===== config.mk =====
export PLATFORM = sky130hd
export DESIGN_NAME = cht_fifo
export DESIGN_NICKNAME = d
export VERILOG_FILES = /design/src/rtl/cht_fifo.sv
export SDC_FILE = /design/constraint.sdc
export NUM_CORES = 1
export LEC_CHECK = 0
export BUFFER_PORTS_ARGS = -buffer_cell sky130_fd_sc_hd__buf_2
export CAP_MARGIN = 15
export CORE_AREA = 2 2 44 46
export DETAILED_ROUTE_END_ITERATION = 10
export DIE_AREA = 0 0 46 48
export GPL_TIMING_DRIVEN = 0
export PLACE_DENSITY_LB_ADDON = 0.25
export SYNTH_ARGS = -nofsm -noshare
export SYNTH_HDL_FRONTEND = slang
export SYNTH_SLANG_ARGS = --single-unit

===== constraint.sdc =====
create_clock -name clk -period 1.5 [get_ports clk]
set_clock_uncertainty 0.15 [all_clocks]
set_input_delay 0.3 -clock clk [delete_from_list [all_inputs] [get_ports clk]]
set_output_delay 0.3 -clock clk [all_outputs]
set_load 0.05 [all_outputs]

===== src/rtl/cht_fifo.sv =====
module cht_fifo #(
	parameter int WIDTH = 8,
	parameter int DEPTH = 2
) (
	input  logic             clk,
	input  logic             arst_n,
	input  logic             push,
	output logic             full,
	input  logic [WIDTH-1:0] wdata,
	output logic             nonempty,
	input  logic             pop,
	output logic [WIDTH-1:0] rdata
);
	localparam int PW = (DEPTH > 1) ? $clog2(DEPTH) : 1;
	localparam int CW = $clog2(DEPTH + 1);

	logic [WIDTH-1:0] mem_q [DEPTH];
	logic [PW-1:0]    wptr_q;
	logic [PW-1:0]    rptr_q;
	logic [CW-1:0]    count_q;

	assign full     = (count_q == CW'(DEPTH));
	assign nonempty = (count_q != '0);
	assign rdata    = mem_q[rptr_q];

	always_ff @(posedge clk or negedge arst_n) begin
		if (!arst_n) begin
			wptr_q  <= '0;
			rptr_q  <= '0;
			count_q <= '0;
		end else begin
			if (push) begin
				wptr_q <= (wptr_q == PW'(DEPTH - 1)) ? '0 : wptr_q + 1'b1;
			end
			if (pop) begin
				rptr_q <= (rptr_q == PW'(DEPTH - 1)) ? '0 : rptr_q + 1'b1;
			end
			if (push && !pop) begin
				count_q <= count_q + 1'b1;
			end else if (pop && !push) begin
				count_q <= count_q - 1'b1;
			end
		end
	end

	always_ff @(posedge clk) begin
		if (push) begin
			mem_q[wptr_q] <= wdata;
		end
	end

`ifndef SYNTHESIS
	a_no_overflow: assert property (@(posedge clk) disable iff (!arst_n)
		push |-> !full)
		else $error("request queue written while full");
	a_no_underflow: assert property (@(posedge clk) disable iff (!arst_n)
		pop |-> nonempty)
		else $error("request queue read while empty");
	a_count_range: assert property (@(posedge clk) disable iff (!arst_n)
		count_q <= CW'(DEPTH))
		else $error("request queue count out of range");
`endif

endmodule


==> summary.md <==
| Metric | Value |
|---|---|
| Synthesis-to-finish area growth | 40.94% |
| Min-Delay Path Class | in -> reg |
| Post-synthesis mux area share | 11.65% |
| Top cell type's share of synthesized area | 62.14% |
| Die height | 48 µm |
| Gate power share | 55.4% |
| Post-synthesis xor/xnor area fraction | 5.663% |
| Port-buffer cells | 21 |
| Area of the multi-input gates | 201.4 µm² |
| Largest net degree at the start of global routing | 12 |
| Compound-cell area share of the yosys netlist | 0% |
| Total Wirelength | 1135 µm |
| Max_slew headroom | 72.29% |
| Number of flops mapped to enable cells by yosys | 16 |
| CTS sink cnt | 20 |
| DR pass1 iterations | 2 |
| Library cells used by synthesis | 13 |
| Setup TNS Final | -2.066 ns |
| Synth Instances | 41 |
| Count leader, synth | edfxtp_1 |
| Switching pwr | 0.9150 mW |
| Vias per std cell | 4.719 |
| Crit end category | primary output |
| Dpl cells | 79 |
| CP Max Fanout | 5 |
| Global Route Usage Sum | 11.16% |
| Syn avg cell area | 18.86 µm² |
| Final HPWL from detailed placement | 766.3 µm |
| FFs w/ async S/R, synth | 20.00% |
| Layout fillers | 128 |
| Synthesized Nets | 54 |
| # DRC | 0 |
| Outcome | finished with violations |
| ANT nets after route | 0 |
| Vias in the first global route | 398 |
| Pwr dens | 2193 nW/µm² |
| Type of origin of the critical path | register |
| Clk_lat worst skew | 0.28 ns |
| Seq pwr share | 34.5% |
| Initial antenna violation count | 0 |
| Final std cells w/o fill | 89 |
| Max Cap Viol | 0 |
| Endpoints failing setup | 10 |
| Sw Ratio | 38.29% |
| Final hold vios | 0 |
| Die Wd | 46 µm |
| Worst Path Arrival | 1.30 ns |
| WP data required | 1.05 ns |
| Yosys warns | 0 |
| Tot Pwr | 2.389 mW |
| TritonCTS Buffers | 3 |
| Clk buf depth | 2 |
| Hold_ws | 0.04777 ns |
| Area taken by flip-flops and latches | 580.6 µm² |
| Tmin final | 1.752 ns |
| Initial Util | 45.78% |
| DRT iter0 DRCs | 7 |
| Die area | 2208 µm² |
| Ratio of cells with drive above 1 in the final layout | 56.94% |
| Diode count | 0 |
| Simple-gate share of the synthesized area | 4.045% |
| P_leak | 0.4642 nW |
| Final worst slack | -0.2518 ns |
| Boundary pin count | 22 |
| GR Overflow Total | 0 |
| VDD IR max | 0.001059 V |
| Adder-cell share of the synthesized area | 1.618% |
| RSZ-0062 raised after global routing | yes |
| Dominant synthesized flop cell | edfxtp_1 |
| Post-Syn Area | 773.2 µm² |
| Routability-driven placement congestion ratio | 0.6390 |
| Internal Pwr Total | 1.474 mW |
| Largest family of logic cells by synthesized area | multiplexers |
| Failing checks | setup timing |
| CTS H-Tree Depth | 1 |
| Top post-synthesis cells by area | edfxtp_1 62%, dfrtp_1 13%, mux2_2 12% |
| Worst Setup Path Type | reg -> out |
| Clock Pin Slew Worst Setup and Hold Paths | 0.10 ns |
| Nets | 86 |
| Vias | 420 |
| Power share of the clock group | 10.1% |
| Post-synth top cells | 16 x edfxtp_1, 8 x mux2_2, 4 x dfrtp_1, 4 x xor2_1 |
| CTS Root Cell | clkbuf_4 |
| Fin. max-slew vios | 0 |
| Worst-margin pin slew | 0.4138 ns |
| First-pass GRT wire length | 1649 µm |
| Period utilization | 116.8% |
| Sequential area share after synthesis | 75.08% |
| Post-synth top area cell | edfxtp_1 |
| Wire length per cell | 12.75 µm |
| Clock tree from TritonCTS | yes |
| Row Count | 15 |
| Core Area | 1689 µm² |
| Fmax | 570.8 MHz |
| Number of synthesized register bits | 20 |
## per-stage QoR
stage          setup slack, ns  cell area, µm²  utilization, %
2_1_floorplan           0.1496           773.2               -
3_5_place_dp          -0.07083           899.6           53.26
4_1_cts                -0.2717            1052           62.30
5_1_grt                -0.3141            1090           64.52
3_3_place_gp          -0.07756           899.6           53.26
6_report               -0.2518            1090           64.52
## power groups by stage
| stage | combinational (mW) | clock (mW) | sequential [mW] |
|---|---|---|---|
| 6_report | 1.32 | 0.241 | 0.824 |
| 2_1_floorplan | 0.739 | 0 | 0.813 |
| 5_1_grt | 1.38 | 0.276 | 0.838 |
| 3_3_place_gp | 0.898 | 0 | 0.824 |
| 4_1_cts | 1.23 | 0.256 | 0.819 |
| 3_5_place_dp | 0.902 | 0 | 0.831 |
## worst max-delay path, stage by stage (launching register included)
cell and delay (ns):
dfrtp_1 0.41, buf_6 0.15, mux2_4 0.31, buf_8 0.15
## sequential cells by signal, indices dropped and copies added, names as in the netlist
register and count:
mem_q 16, wptr_q 1, rptr_q 1, count_q 2
## layout make-up
class	instances	area share, %
Tap cell	17	1.952
Timing Repair Buffer	27	22.50
Clock buffer	3	2.067
Clock inverter	1	0.3444
Inverter	1	0.3444
Buffer	1	1.033
Multi-Input combinational cell	19	18.48
Sequential cell	20	53.27
## placed cells by master, fill, tap and decap left out
master	netlist	final
or2_4	0	1
buf_4	0	4
dfrtp_1	4	4
xor2_1	4	4
and2b_2	1	1
buf_2	0	11
xnor2_1	1	1
clkinv_1	0	1
mux2_2	8	3
mux2_4	0	5
edfxtp_1	16	16
and2_1	1	1
nor2_1	1	1
inv_1	1	1
buf_8	0	7
clkbuf_4	0	3
ha_1	1	1
buf_6	1	5
dlygate4sd3_1	0	1
nor2b_2	0	1
## layer usage
metal	GRT usage (%)	up-vias	routed length, µm
met1	14.29	197	479
met4	3.429	0	0
li1	-	210	-
met5	0	-	0
met3	3.396	0	54
met2	18.33	13	601
## what timing repair did
item / in CTS / in global routing
gates resized for setup: 26 / 10
endpoints found under the hold margin: 4 / 0
gates cloned: 1 / 0
hold buffers: 1 / 0
endpoints found under the setup margin: 18 / 10
setup buffers: 4 / 0
## cells by family after synthesis
group / after synthesis
XOR/XNOR: 5
adder cells (fa/ha/maj): 1
buffers and inverters: 2
flip-flops: 20
multiplexers: 8
AND/OR/NAND/NOR: 5
## worst paths after layout
check | start | end | slack (ns) | cells after the start
setup reg to reg | wptr_q | mem_q[0][7] | 0.22 | 1
min in group asynchronous | arst_n | count_q[1] | 0.18 | 2
hold reg to reg | wptr_q | wptr_q | 0.37 | 1
hold / removal | wdata[5] | mem_q[0][5] | 0.05 | 1
max in group asynchronous | arst_n | rptr_q | 0.90 | 2
setup / recovery | rptr_q | rdata[3] | -0.25 | 3
Power figures use the tool's default switching activity.
