File: src/rtl/cht_pkg.sv
package cht_pkg;

	localparam int MAX_BUCKETS_DEF = 64;
	localparam int POOL_NODES_DEF  = 256;
	localparam int KEY_BITS_DEF    = 31;

	localparam int              CFG_W         = 7;
	localparam logic [CFG_W-1:0] BUCKETS_RESET = 7'd7;
	localparam int              SLOT_W        = 8;
	localparam int              MODE_W        = 2;

	typedef enum logic [1:0] {
		MODE_INSERT = 2'd0,
		MODE_SEARCH = 2'd1,
		MODE_REMOVE = 2'd2,
		MODE_NONE   = 2'd3
	} mode_t;

	typedef enum logic [1:0] {
		ST_OK     = 2'd0,
		ST_ABSENT = 2'd1,
		ST_FULL   = 2'd2
	} status_t;

	typedef struct packed {
		logic [SLOT_W-1:0] slot;
		status_t           status;
		logic              found;
	} result_t;

endpackage

File: src/rtl/cht_front.sv
module cht_front #(
	parameter int MAX_BUCKETS = 64,
	parameter int KEY_BITS    = 31,
	parameter int BW          = 6
) (
	input  logic                       clk,
	input  logic                       arst_n,
	input  logic [cht_pkg::CFG_W-1:0]  bucket_count,
	input  logic                       in_valid,
	output logic                       in_ready,
	input  logic [cht_pkg::MODE_W-1:0] in_mode,
	input  logic [KEY_BITS-1:0]        in_key,
	output logic                       out_valid,
	input  logic                       out_ready,
	output logic [cht_pkg::MODE_W-1:0] out_mode,
	output logic [KEY_BITS-1:0]        out_key,
	output logic [BW-1:0]              out_bucket
);
	import cht_pkg::*;

	localparam int CW   = $clog2(MAX_BUCKETS + 1);
	localparam int EW   = (CW > CFG_W) ? CW : CFG_W;
	localparam int CNTW = $clog2(KEY_BITS + 1);

	typedef enum logic [2:0] {
		F_IDLE = 3'b001,
		F_DIV  = 3'b010,
		F_PUSH = 3'b100
	} fstate_t;

	fstate_t             state_q;
	logic [MODE_W-1:0]   mode_q;
	logic [KEY_BITS-1:0] key_q;
	logic [KEY_BITS-1:0] sh_q;
	logic [EW-1:0]       rem_q;
	logic [CNTW-1:0]     cnt_q;
	logic [EW-1:0]       cnt_ext;
	logic [EW-1:0]       eff;
	logic [EW:0]         trial;
	logic [EW-1:0]       rem_nx;

	// Clamp the bucket count into 1..MAX_BUCKETS.
	always_comb begin
		cnt_ext = EW'(bucket_count);
		if (cnt_ext == '0) begin
			eff = EW'(1);
		end else if (cnt_ext > EW'(MAX_BUCKETS)) begin
			eff = EW'(MAX_BUCKETS);
		end else begin
			eff = cnt_ext;
		end
		// One restoring step of the remainder, most significant key bit first.
		trial = {rem_q, sh_q[KEY_BITS-1]};
		if (trial >= {1'b0, eff}) begin
			rem_nx = EW'(trial - {1'b0, eff});
		end else begin
			rem_nx = trial[EW-1:0];
		end
	end

	always_ff @(posedge clk or negedge arst_n) begin
		if (!arst_n) begin
			state_q <= F_IDLE;
		end else begin
			unique case (state_q)
				F_IDLE: if (in_valid) state_q <= F_DIV;
				F_DIV:  if (cnt_q == '0) state_q <= F_PUSH;
				F_PUSH: if (out_ready) state_q <= F_IDLE;
				default: state_q <= F_IDLE;
			endcase
		end
	end

	always_ff @(posedge clk) begin
		if (state_q == F_IDLE && in_valid) begin
			mode_q <= in_mode;
			key_q  <= in_key;
			sh_q   <= in_key;
			rem_q  <= '0;
			cnt_q  <= CNTW'(KEY_BITS - 1);
		end else if (state_q == F_DIV) begin
			rem_q <= rem_nx;
			sh_q  <= sh_q << 1;
			cnt_q <= cnt_q - 1'b1;
		end
	end

	assign in_ready   = (state_q == F_IDLE);
	assign out_valid  = (state_q == F_PUSH);
	assign out_mode   = mode_q;
	assign out_key    = key_q;
	assign out_bucket = rem_q[BW-1:0];

endmodule

File: config.mk
export PLATFORM = sky130hd
export DESIGN_NAME = cht_front
export DESIGN_NICKNAME = d
export VERILOG_FILES = /design/src/rtl/cht_pkg.sv /design/src/rtl/cht_front.sv
export SDC_FILE = /design/constraint.sdc
export NUM_CORES = 1
export LEC_CHECK = 0
export ABC_AREA = 1
export BUFFER_PORTS_ARGS = -buffer_cell sky130_fd_sc_hd__buf_2
export CAP_MARGIN = 30
export CORE_MARGIN = 4
export CORE_UTILIZATION = 45
export CTS_CLUSTER_SIZE = 20
export DETAILED_ROUTE_END_ITERATION = 6
export PLACE_DENSITY = 0.69
export SYNTH_ARGS = -nofsm -noshare
export SYNTH_HDL_FRONTEND = slang
export SYNTH_SLANG_ARGS = --single-unit
File: constraint.sdc
create_clock -name clk -period 2.4 [get_ports clk]
set_input_delay 0.48 -clock clk [delete_from_list [all_inputs] [get_ports clk]]
set_output_delay 0.48 -clock clk [all_outputs]
set_load 0.05 [all_outputs]
==> summary.txt, run 1 <==
Critical path
  – CP max stage delay: 370 ps
  – Delay-heaviest family, CP: simple AND/OR/NAND/NOR gates
  – Worst path cell trace: buf_2 -> nor4_2 -> nand2_1 -> nand2_1 -> nand2_1 -> o21ai_0 -> ha_2 -> inv_1 -> fa_1 -> nand2_1 -> nand2_1 -> nand2_2 -> buf_4 -> xor2_1 -> nand2_1 -> nand3_1 -> nand2_1
  – Worst Path Max Fanout: 2
  – Crit-path slowest cell: fa_1
  – CP endpoint kind: register
  – Critical Path RT: 2640 ps
  – Critical Path AT: 2420 ps
  – CP Launch Type: input pin
  – WS Path Type: in -> reg
  – WP buf/inv: 3
  – Crit path top cell by count: nand2_1

Floorplan
  – Initial Util: 0.469
  – Die Height: 95.6 um
  – # rows: 31
  – Die X: 95.6 um
  – Die area: 9140 um^2
  – Core ar.: 7370 um^2
  – # IOs: 85

Yosys
  – Top cell type's share of synthesized area: 0.557
  – Yosys reg bits: 79
  – Syn nets: around 380
  – Register area share after synthesis: 0.648
  – Mapped Cells: 325
  – Asr flop ratio synth: 0.0380
  – Ys flop type: edfxtp_1
  – Post-synth EDFFs: 64
  – Syn. warnings: 0
  – Dominant cell type by area after synthesis: edfxtp_1
  – Synth Cell Area: 3450 um^2
  – Syn avg cell area: 10.6 um^2
  – Cells taking the most area after synthesis: edfxtp_1 (56%), nand2_1 (15%), dfxtp_1 (7.0%)
  – Post-synth cell types: 35

Timing
  – Fin Clk Skew: 9.40 ps
  – Max_slew headroom: 0.775
  – Maximum clock frequency: 458 MHz
  – Final-report hold violation count: 0
  – Final worst slack: 219 ps
  – Final Cycle Share: 0.909
  – Unrepaired setup endpoints after global routing: false
  – Worst slew pin tran: 335 ps
  – Crit path time final: 2180 ps
  – Final Max Tran Viols: 0
  – Setup violators final: 0

Placed design
  – Placed Area: around 4000 um^2
  – Detailed Place HPWL: 5000 um
  – Worst slack at placement: -142 ps
  – # port buffers: 84
  – Placed Cells incl. Taps: between 500 and 600
  – Placer Congestion: ~0.85

Cells and area
  – Area delta synth->final: 23.4%
  – Design area: about 4300 um^2
  – Most frequent cells in the layout: nand2_1 (137), buf_2 (84), edfxtp_1 (64), inv_1 (25), nand3_1 (16)
  – Final core occ: 0.578
  – Fillers: 645
  – Post-Layout Cell Count: around 530
  – Layout cells sized above 1: 0.306
  – Final net count: approximately 480
  – Commonest non-fill, non-tap cell in the layout: nand2_1
  – ANT cells: 0

Power and ir drop
  – Pwr Density: 1230 nW/um^2
  – Leakage: 1.98 nW
  – Total power draw: 5.25 mW
  – Peak VDD IR: ~0.62 mV

GRT
  – Largest net degree at the start of global routing: 36
  – Vias in the first global route: 2349
  – M2 GR Usage: 0.245
  – Met1 Use GR: 0.193
  – Met3 Use GR: 0.0426
  – GR peak layer: met2
  – Total track usage: 0.153
  – Congestion Overflow GR: 0
  – Initial antenna violation count: 0
  – Global-route wire length before repair: ~11000 um

Clock network
  – Clock buffer depth: 2
  – Later-pin clock latency in the skew report: ~350 ps
  – CTS tree: yes
  – CTS Sinks: slightly below 80
  – Clock slew seen by the registers of the worst setup and hold paths: 80 ps
  – Setup Buffers After CTS: 0
  – H-Tree Depth: 3
  – Clock Tree Root: clkbuf_8
  – Total CTS buffers: 9

Drt
  – Iteration-0 DRC count of the detailed router: 116
  – Pre-Repair DR Iteration Count: 4
  – Antenna Nets Post-Route: 0
  – Via density: ~4.7
  – Number of remaining DRC errors: 0
  – WL/cell: 12.9 um
  – WL final: 6800 um
  – Vias: between 2000 and 2500

Job
  – Max-cap violation count: 0

Worst hold path
  – Worst min-delay path class: in -> reg

Status
  – Status: finished, final reports clean
## cell type report
cell class	count	area, um^2	area share
flip-flops and latches	79	2240	0.525
multi-input cells	208	1040	0.243
repair buffers	98	553	0.130
clock buffers	9	124	0.0291
well taps	99	124	0.0291
inverters	27	103	0.0241
clock inverters	7	85.1	0.0200
## where the power goes
part | internal (mW) | switching [mW] | total (mW)
Combinational | 0.575 | 1.40 | 1.98
Sequential | 2.10 | 0.150 | 2.25
Clock | 0.504 | 0.524 | 1.03
## routing by layer
metal | wire, um | up-vias
met2 | 3210 | 64
li1 | - | 1268
met3 | 461 | 11
met4 | 126 | 0
met5 | 0 | -
met1 | 3010 | 1136
## state kept, by name, indices dropped and copies added, names as in the netlist
signal and count:
sh_q 31, state_q 3, rem_q 7, cnt_q 5, out_key 31, out_mode 2
## per-stage QoR
| step | hold WS [ps] | setup TNS [ps] |
|---|---|---|
| 2_1_floorplan | 184 | 0 |
| 3_3_place_gp | 276 | -374 |
| 3_5_place_dp | 277 | -899 |
| 4_1_cts | 280 | 0 |
| 5_1_grt | 286 | 0 |
| 6_report | 292 | 0 |
## logic make-up (layout without fill, tap and decap cells)
group | Yosys count | in the layout | share of synthesized area
simple gates | 180 | 181 | 0.226
flops | 79 | 79 | 0.648
buf+inv | 39 | 141 | 0.0569
compound gates | 15 | 15 | 0.0261
fa+ha+maj | 9 | 9 | 0.0348
xor+xnor | 2 | 2 | 0.00507
mux | 1 | 1 | 0.00290
## final timing paths
path,depth (start not counted),endpoint,start,slack [ps]
min reg2reg,2,cnt_q[0],cnt_q[0],480
max,17,rem_q[4],bucket_count[4],220
max in group asynchronous,2,state_q[0],arst_n,1740
min,2,state_q[0],in_valid,290
max reg2reg,12,rem_q[4],sh_q[30],590
min in group asynchronous,2,state_q[2],arst_n,460
## cells in the mapped netlist, types with 2 or more instances
library cell	number
a21oi_1	4
buf_2	3
buf_4	6
buf_6	3
dfrtp_1	2
dfxtp_1	12
edfxtp_1	64
ha_1	8
inv_1	25
nand2_1	138
nand2_2	3
nand2_4	2
nand3_1	16
nand3b_1	3
nor2_1	5
nor3_1	2
nor3_2	2
nor4_1	2
o21ai_0	6
o21ai_1	2
or2_1	3
## timing repair
item | CTS | global route
hold buffers | 1 | 0
endpoints found under the hold margin | 2 | 0
resized for setup | 0 | 3
endpoints found under the setup margin | 0 | 4
(Power assumes the default switching activity.)
==> run 2: changes to the inputs <==
REMOVE_ABC_BUFFERS = 1   (was unset)
==> run 2 against run 1 <==
Effect of this change:
- non-clock buffer count is 1 lower
- clock power is 13% lower
- critical endpoint is now rem_q[5]
- via count is 0.44% higher
- global-route usage is 0.27 points higher
- flip-flop and latch count stayed put
- maximum frequency is 0.78% lower
- setup slack worse by 17 ps
- sequential power hardly changed
- largest cell class unchanged
- highest routed layer unchanged
- design area is 1.2% lower
==> summary.txt, run 2 (synthesis results as in run 1) <==
Timing
  – Max_slew headroom: 0.753 (was 0.775)
  – Maximum clock frequency: 455 MHz (was 458 MHz)
  – Fin Clk Skew: 6.61 ps (was 9.40 ps)
  – Crit path time final: 2200 ps (was 2180 ps)
  – Final-report hold violation count: 0 (unchanged)
  – Unrepaired setup endpoints after global routing: false (unchanged)
  – Final Max Tran Viols: 0 (unchanged)
  – Setup violators final: 0 (unchanged)
  – Final Cycle Share: 0.916 (was 0.909)
  – Worst slew pin tran: 370 ps (was 335 ps)

Placed design
  – Placer Congestion: 0.891 (was 0.852)
  – # port buffers: 84 (unchanged)
  – Detailed Place HPWL: 4940 um (was 5000 um)
  – Placed Cells incl. Taps: 508 (was 509)
  – Placed Area: 4010 um^2 (was 4030 um^2)

Drt
  – WL final: 6650 um (was 6800 um)
  – Via density: 4.74 (was 4.70)
  – WL/cell: 12.7 um (was 12.9 um)
  – Pre-Repair DR Iteration Count: 4 (unchanged)
  – Number of remaining DRC errors: 0 (unchanged)
  – Iteration-0 DRC count of the detailed router: 73 (was 116)
  – Vias: 2490 (was 2479)
  – Antenna Nets Post-Route: 0 (unchanged)

Cells and area
  – Design area: 4210 um^2 (was 4260 um^2)
  – Final core occ: 0.572 (was 0.578)
  – Area delta synth->final: 22.0% (was 23.4%)
  – Seq. cell area: 2240 um^2 (unchanged)
  – Fillers: 703 (was 645)
  – Final net count: 475 (was 476)
  – Layout cells sized above 1: 0.300 (was 0.306)
  – Most frequent cells in the layout: nand2_1 (136), buf_2 (84), edfxtp_1 (64), inv_1 (25), nand3_1 (16) (was nand2_1 (137), buf_2 (84), edfxtp_1 (64), inv_1 (25), nand3_1 (16))
  – Commonest non-fill, non-tap cell in the layout: nand2_1 (unchanged)
  – Multi-input gate area: 1040 um^2 (about the same)
  – Post-Layout Cell Count: 525 (was 527)
  – ANT cells: 0 (unchanged)

GRT
  – Largest net degree at the start of global routing: 41 (was 36)
  – Congestion Overflow GR: 0 (unchanged)
  – Initial antenna violation count: 0 (unchanged)
  – Vias in the first global route: 2452 (was 2349)
  – Global-route wire length before repair: 11000 um (was 10600 um)
  – Total track usage: 0.156 (was 0.153)

Clock network
  – Clock buffer depth: 2 (unchanged)
  – CTS Sinks: 79 (unchanged)
  – H-Tree Depth: 3 (unchanged)
  – Total CTS buffers: 9 (unchanged)
  – Later-pin clock latency in the skew report: 330 ps (was 350 ps)
  – CTS tree: yes (unchanged)
  – Clock Tree Root: clkbuf_8 (unchanged)
  – Clock slew seen by the registers of the worst setup and hold paths: 80 ps (about the same)
  – Setup Buffers After CTS: 0 (unchanged)

Worst hold path
  – HP Start: in_valid (unchanged)
  – Worst min-delay path class: in -> reg (unchanged)
  – Hold path endpoint: state_q[0] (unchanged)
  – Cell depth of the worst hold path: 2 (unchanged)

Floorplan
  – # IOs: 85 (unchanged)
  – Die Height: 95.6 um (unchanged)
  – Die area: 9140 um^2 (unchanged)
  – Die X: 95.6 um (unchanged)
  – Core ar.: 7370 um^2 (unchanged)
  – # rows: 31 (unchanged)
  – Initial Util: 0.469 (unchanged)

Status
  – Status: finished, final reports clean (unchanged)

Critical path
  – WS Path Type: in -> reg (unchanged)
  – R2R Setup Slk: 550 ps (was 590 ps)
  – Worst Path Max Fanout: 5 (was 2)
  – R2r worst-path depth: 8 (was 12)
  – Critical Path RT: 2620 ps (was 2640 ps)
  – Worst reg2reg path endpoint: rem_q[5] (was rem_q[4])
  – RR Startpoint: state_q[0] (was sh_q[30])
  – Critical Path AT: 2420 ps (about the same)
  – CP endpoint kind: register (unchanged)
  – CP Launch Type: input pin (unchanged)

Power and ir drop
  – Pwr Density: 1210 nW/um^2 (was 1230 nW/um^2)
  – Leakage: 1.96 nW (was 1.98 nW)
  – Peak VDD IR: 0.669 mV (was 0.625 mV)

Job
  – Max-cap violation count: 0 (unchanged)
-- run 2: changes by cell type in the layout (fill, tap and decap cells not counted) --
cell	delta
clkinv_2	+3
buf_12	-1
nand2_2	+1
nand2_1	-1
clkinv_1	+2
clkinv_4	-1
inv_6	-4
inv_8	-1
-- run 2: worst max-delay path, cell delays in order --
cell and delay (ps):
buf_2 110, nor4_2 250, nand2_1 90, nand2_1 80, nand2_1 40, o21ai_0 80, ha_2 190, inv_1 50
fa_1 370, nand2_1 80, nand2_2 70, nand2_2 70, nand2_2 80, nand2_4 100, nand3_1 70, nand2_1 70
inv_1 40, nand2_1 40, nand2_1 50
-- run 2: worst max path at each step --
| stage | from | end | slack [ps] | cells past startpoint |
|---|---|---|---|---|
| detailed placement | bucket_count[4] | rem_q[5] | -190 | 19 |
| global route | bucket_count[4] | rem_q[2] | 20 | 17 |
| global placement | bucket_count[4] | rem_q[6] | -80 | 19 |
| finish | bucket_count[4] | rem_q[5] | 200 | 19 |
| floorplan | state_q[0] | out_key[0] | -120 | 4 |
| CTS | bucket_count[4] | rem_q[5] | 180 | 19 |
-- run 2: through the flow --
stage | total power, mW | hold slack (ps) | setup TNS [ps] | setup slack [ps]
global route | 5.47 | 295 | 0 | 16.6
finish | 5.09 | 308 | 0 | 201
global placement | 4.18 | 275 | -417 | -82.4
detailed placement | 4.23 | 281 | -1150 | -194
CTS | 5.14 | 296 | 0 | 177
floorplan | 3.67 | 184 | -7870 | -121
-- run 2: layout make-up --
cell class,instances,share of cell area
clock buffer,9,0.0294
clock inverter,6,0.0125
inverter,27,0.0244
multi-input combinational,208,0.247
sequential,79,0.531
tap,99,0.0294
timing repair buffer,97,0.127
-- run 2: layer usage --
metal / routed length [um] / GRT usage / vias up
li1: - / - / 1267
met1: 2850 / 0.185 / 1152
met2: 3340 / 0.271 / 68
met3: 442 / 0.0529 / 3
met4: 19 / 0.0391 / 0
met5: 0 / 0 / -
-- run 2: timing repair --
action                                  4_1_cts  5_1_grt
hold endpoints to repair                      2        0
endpoints found under the setup margin        0        6
gates resized for setup                       0        4
hold buffers                                  1        0
-- run 2: power by group --
group,internal (mW),switching [mW],leakage (nW),total (mW)
Sequential,2.10,0.153,0.742,2.25
Clock,0.462,0.436,0.0937,0.898
Combinational,0.555,1.39,1.13,1.94
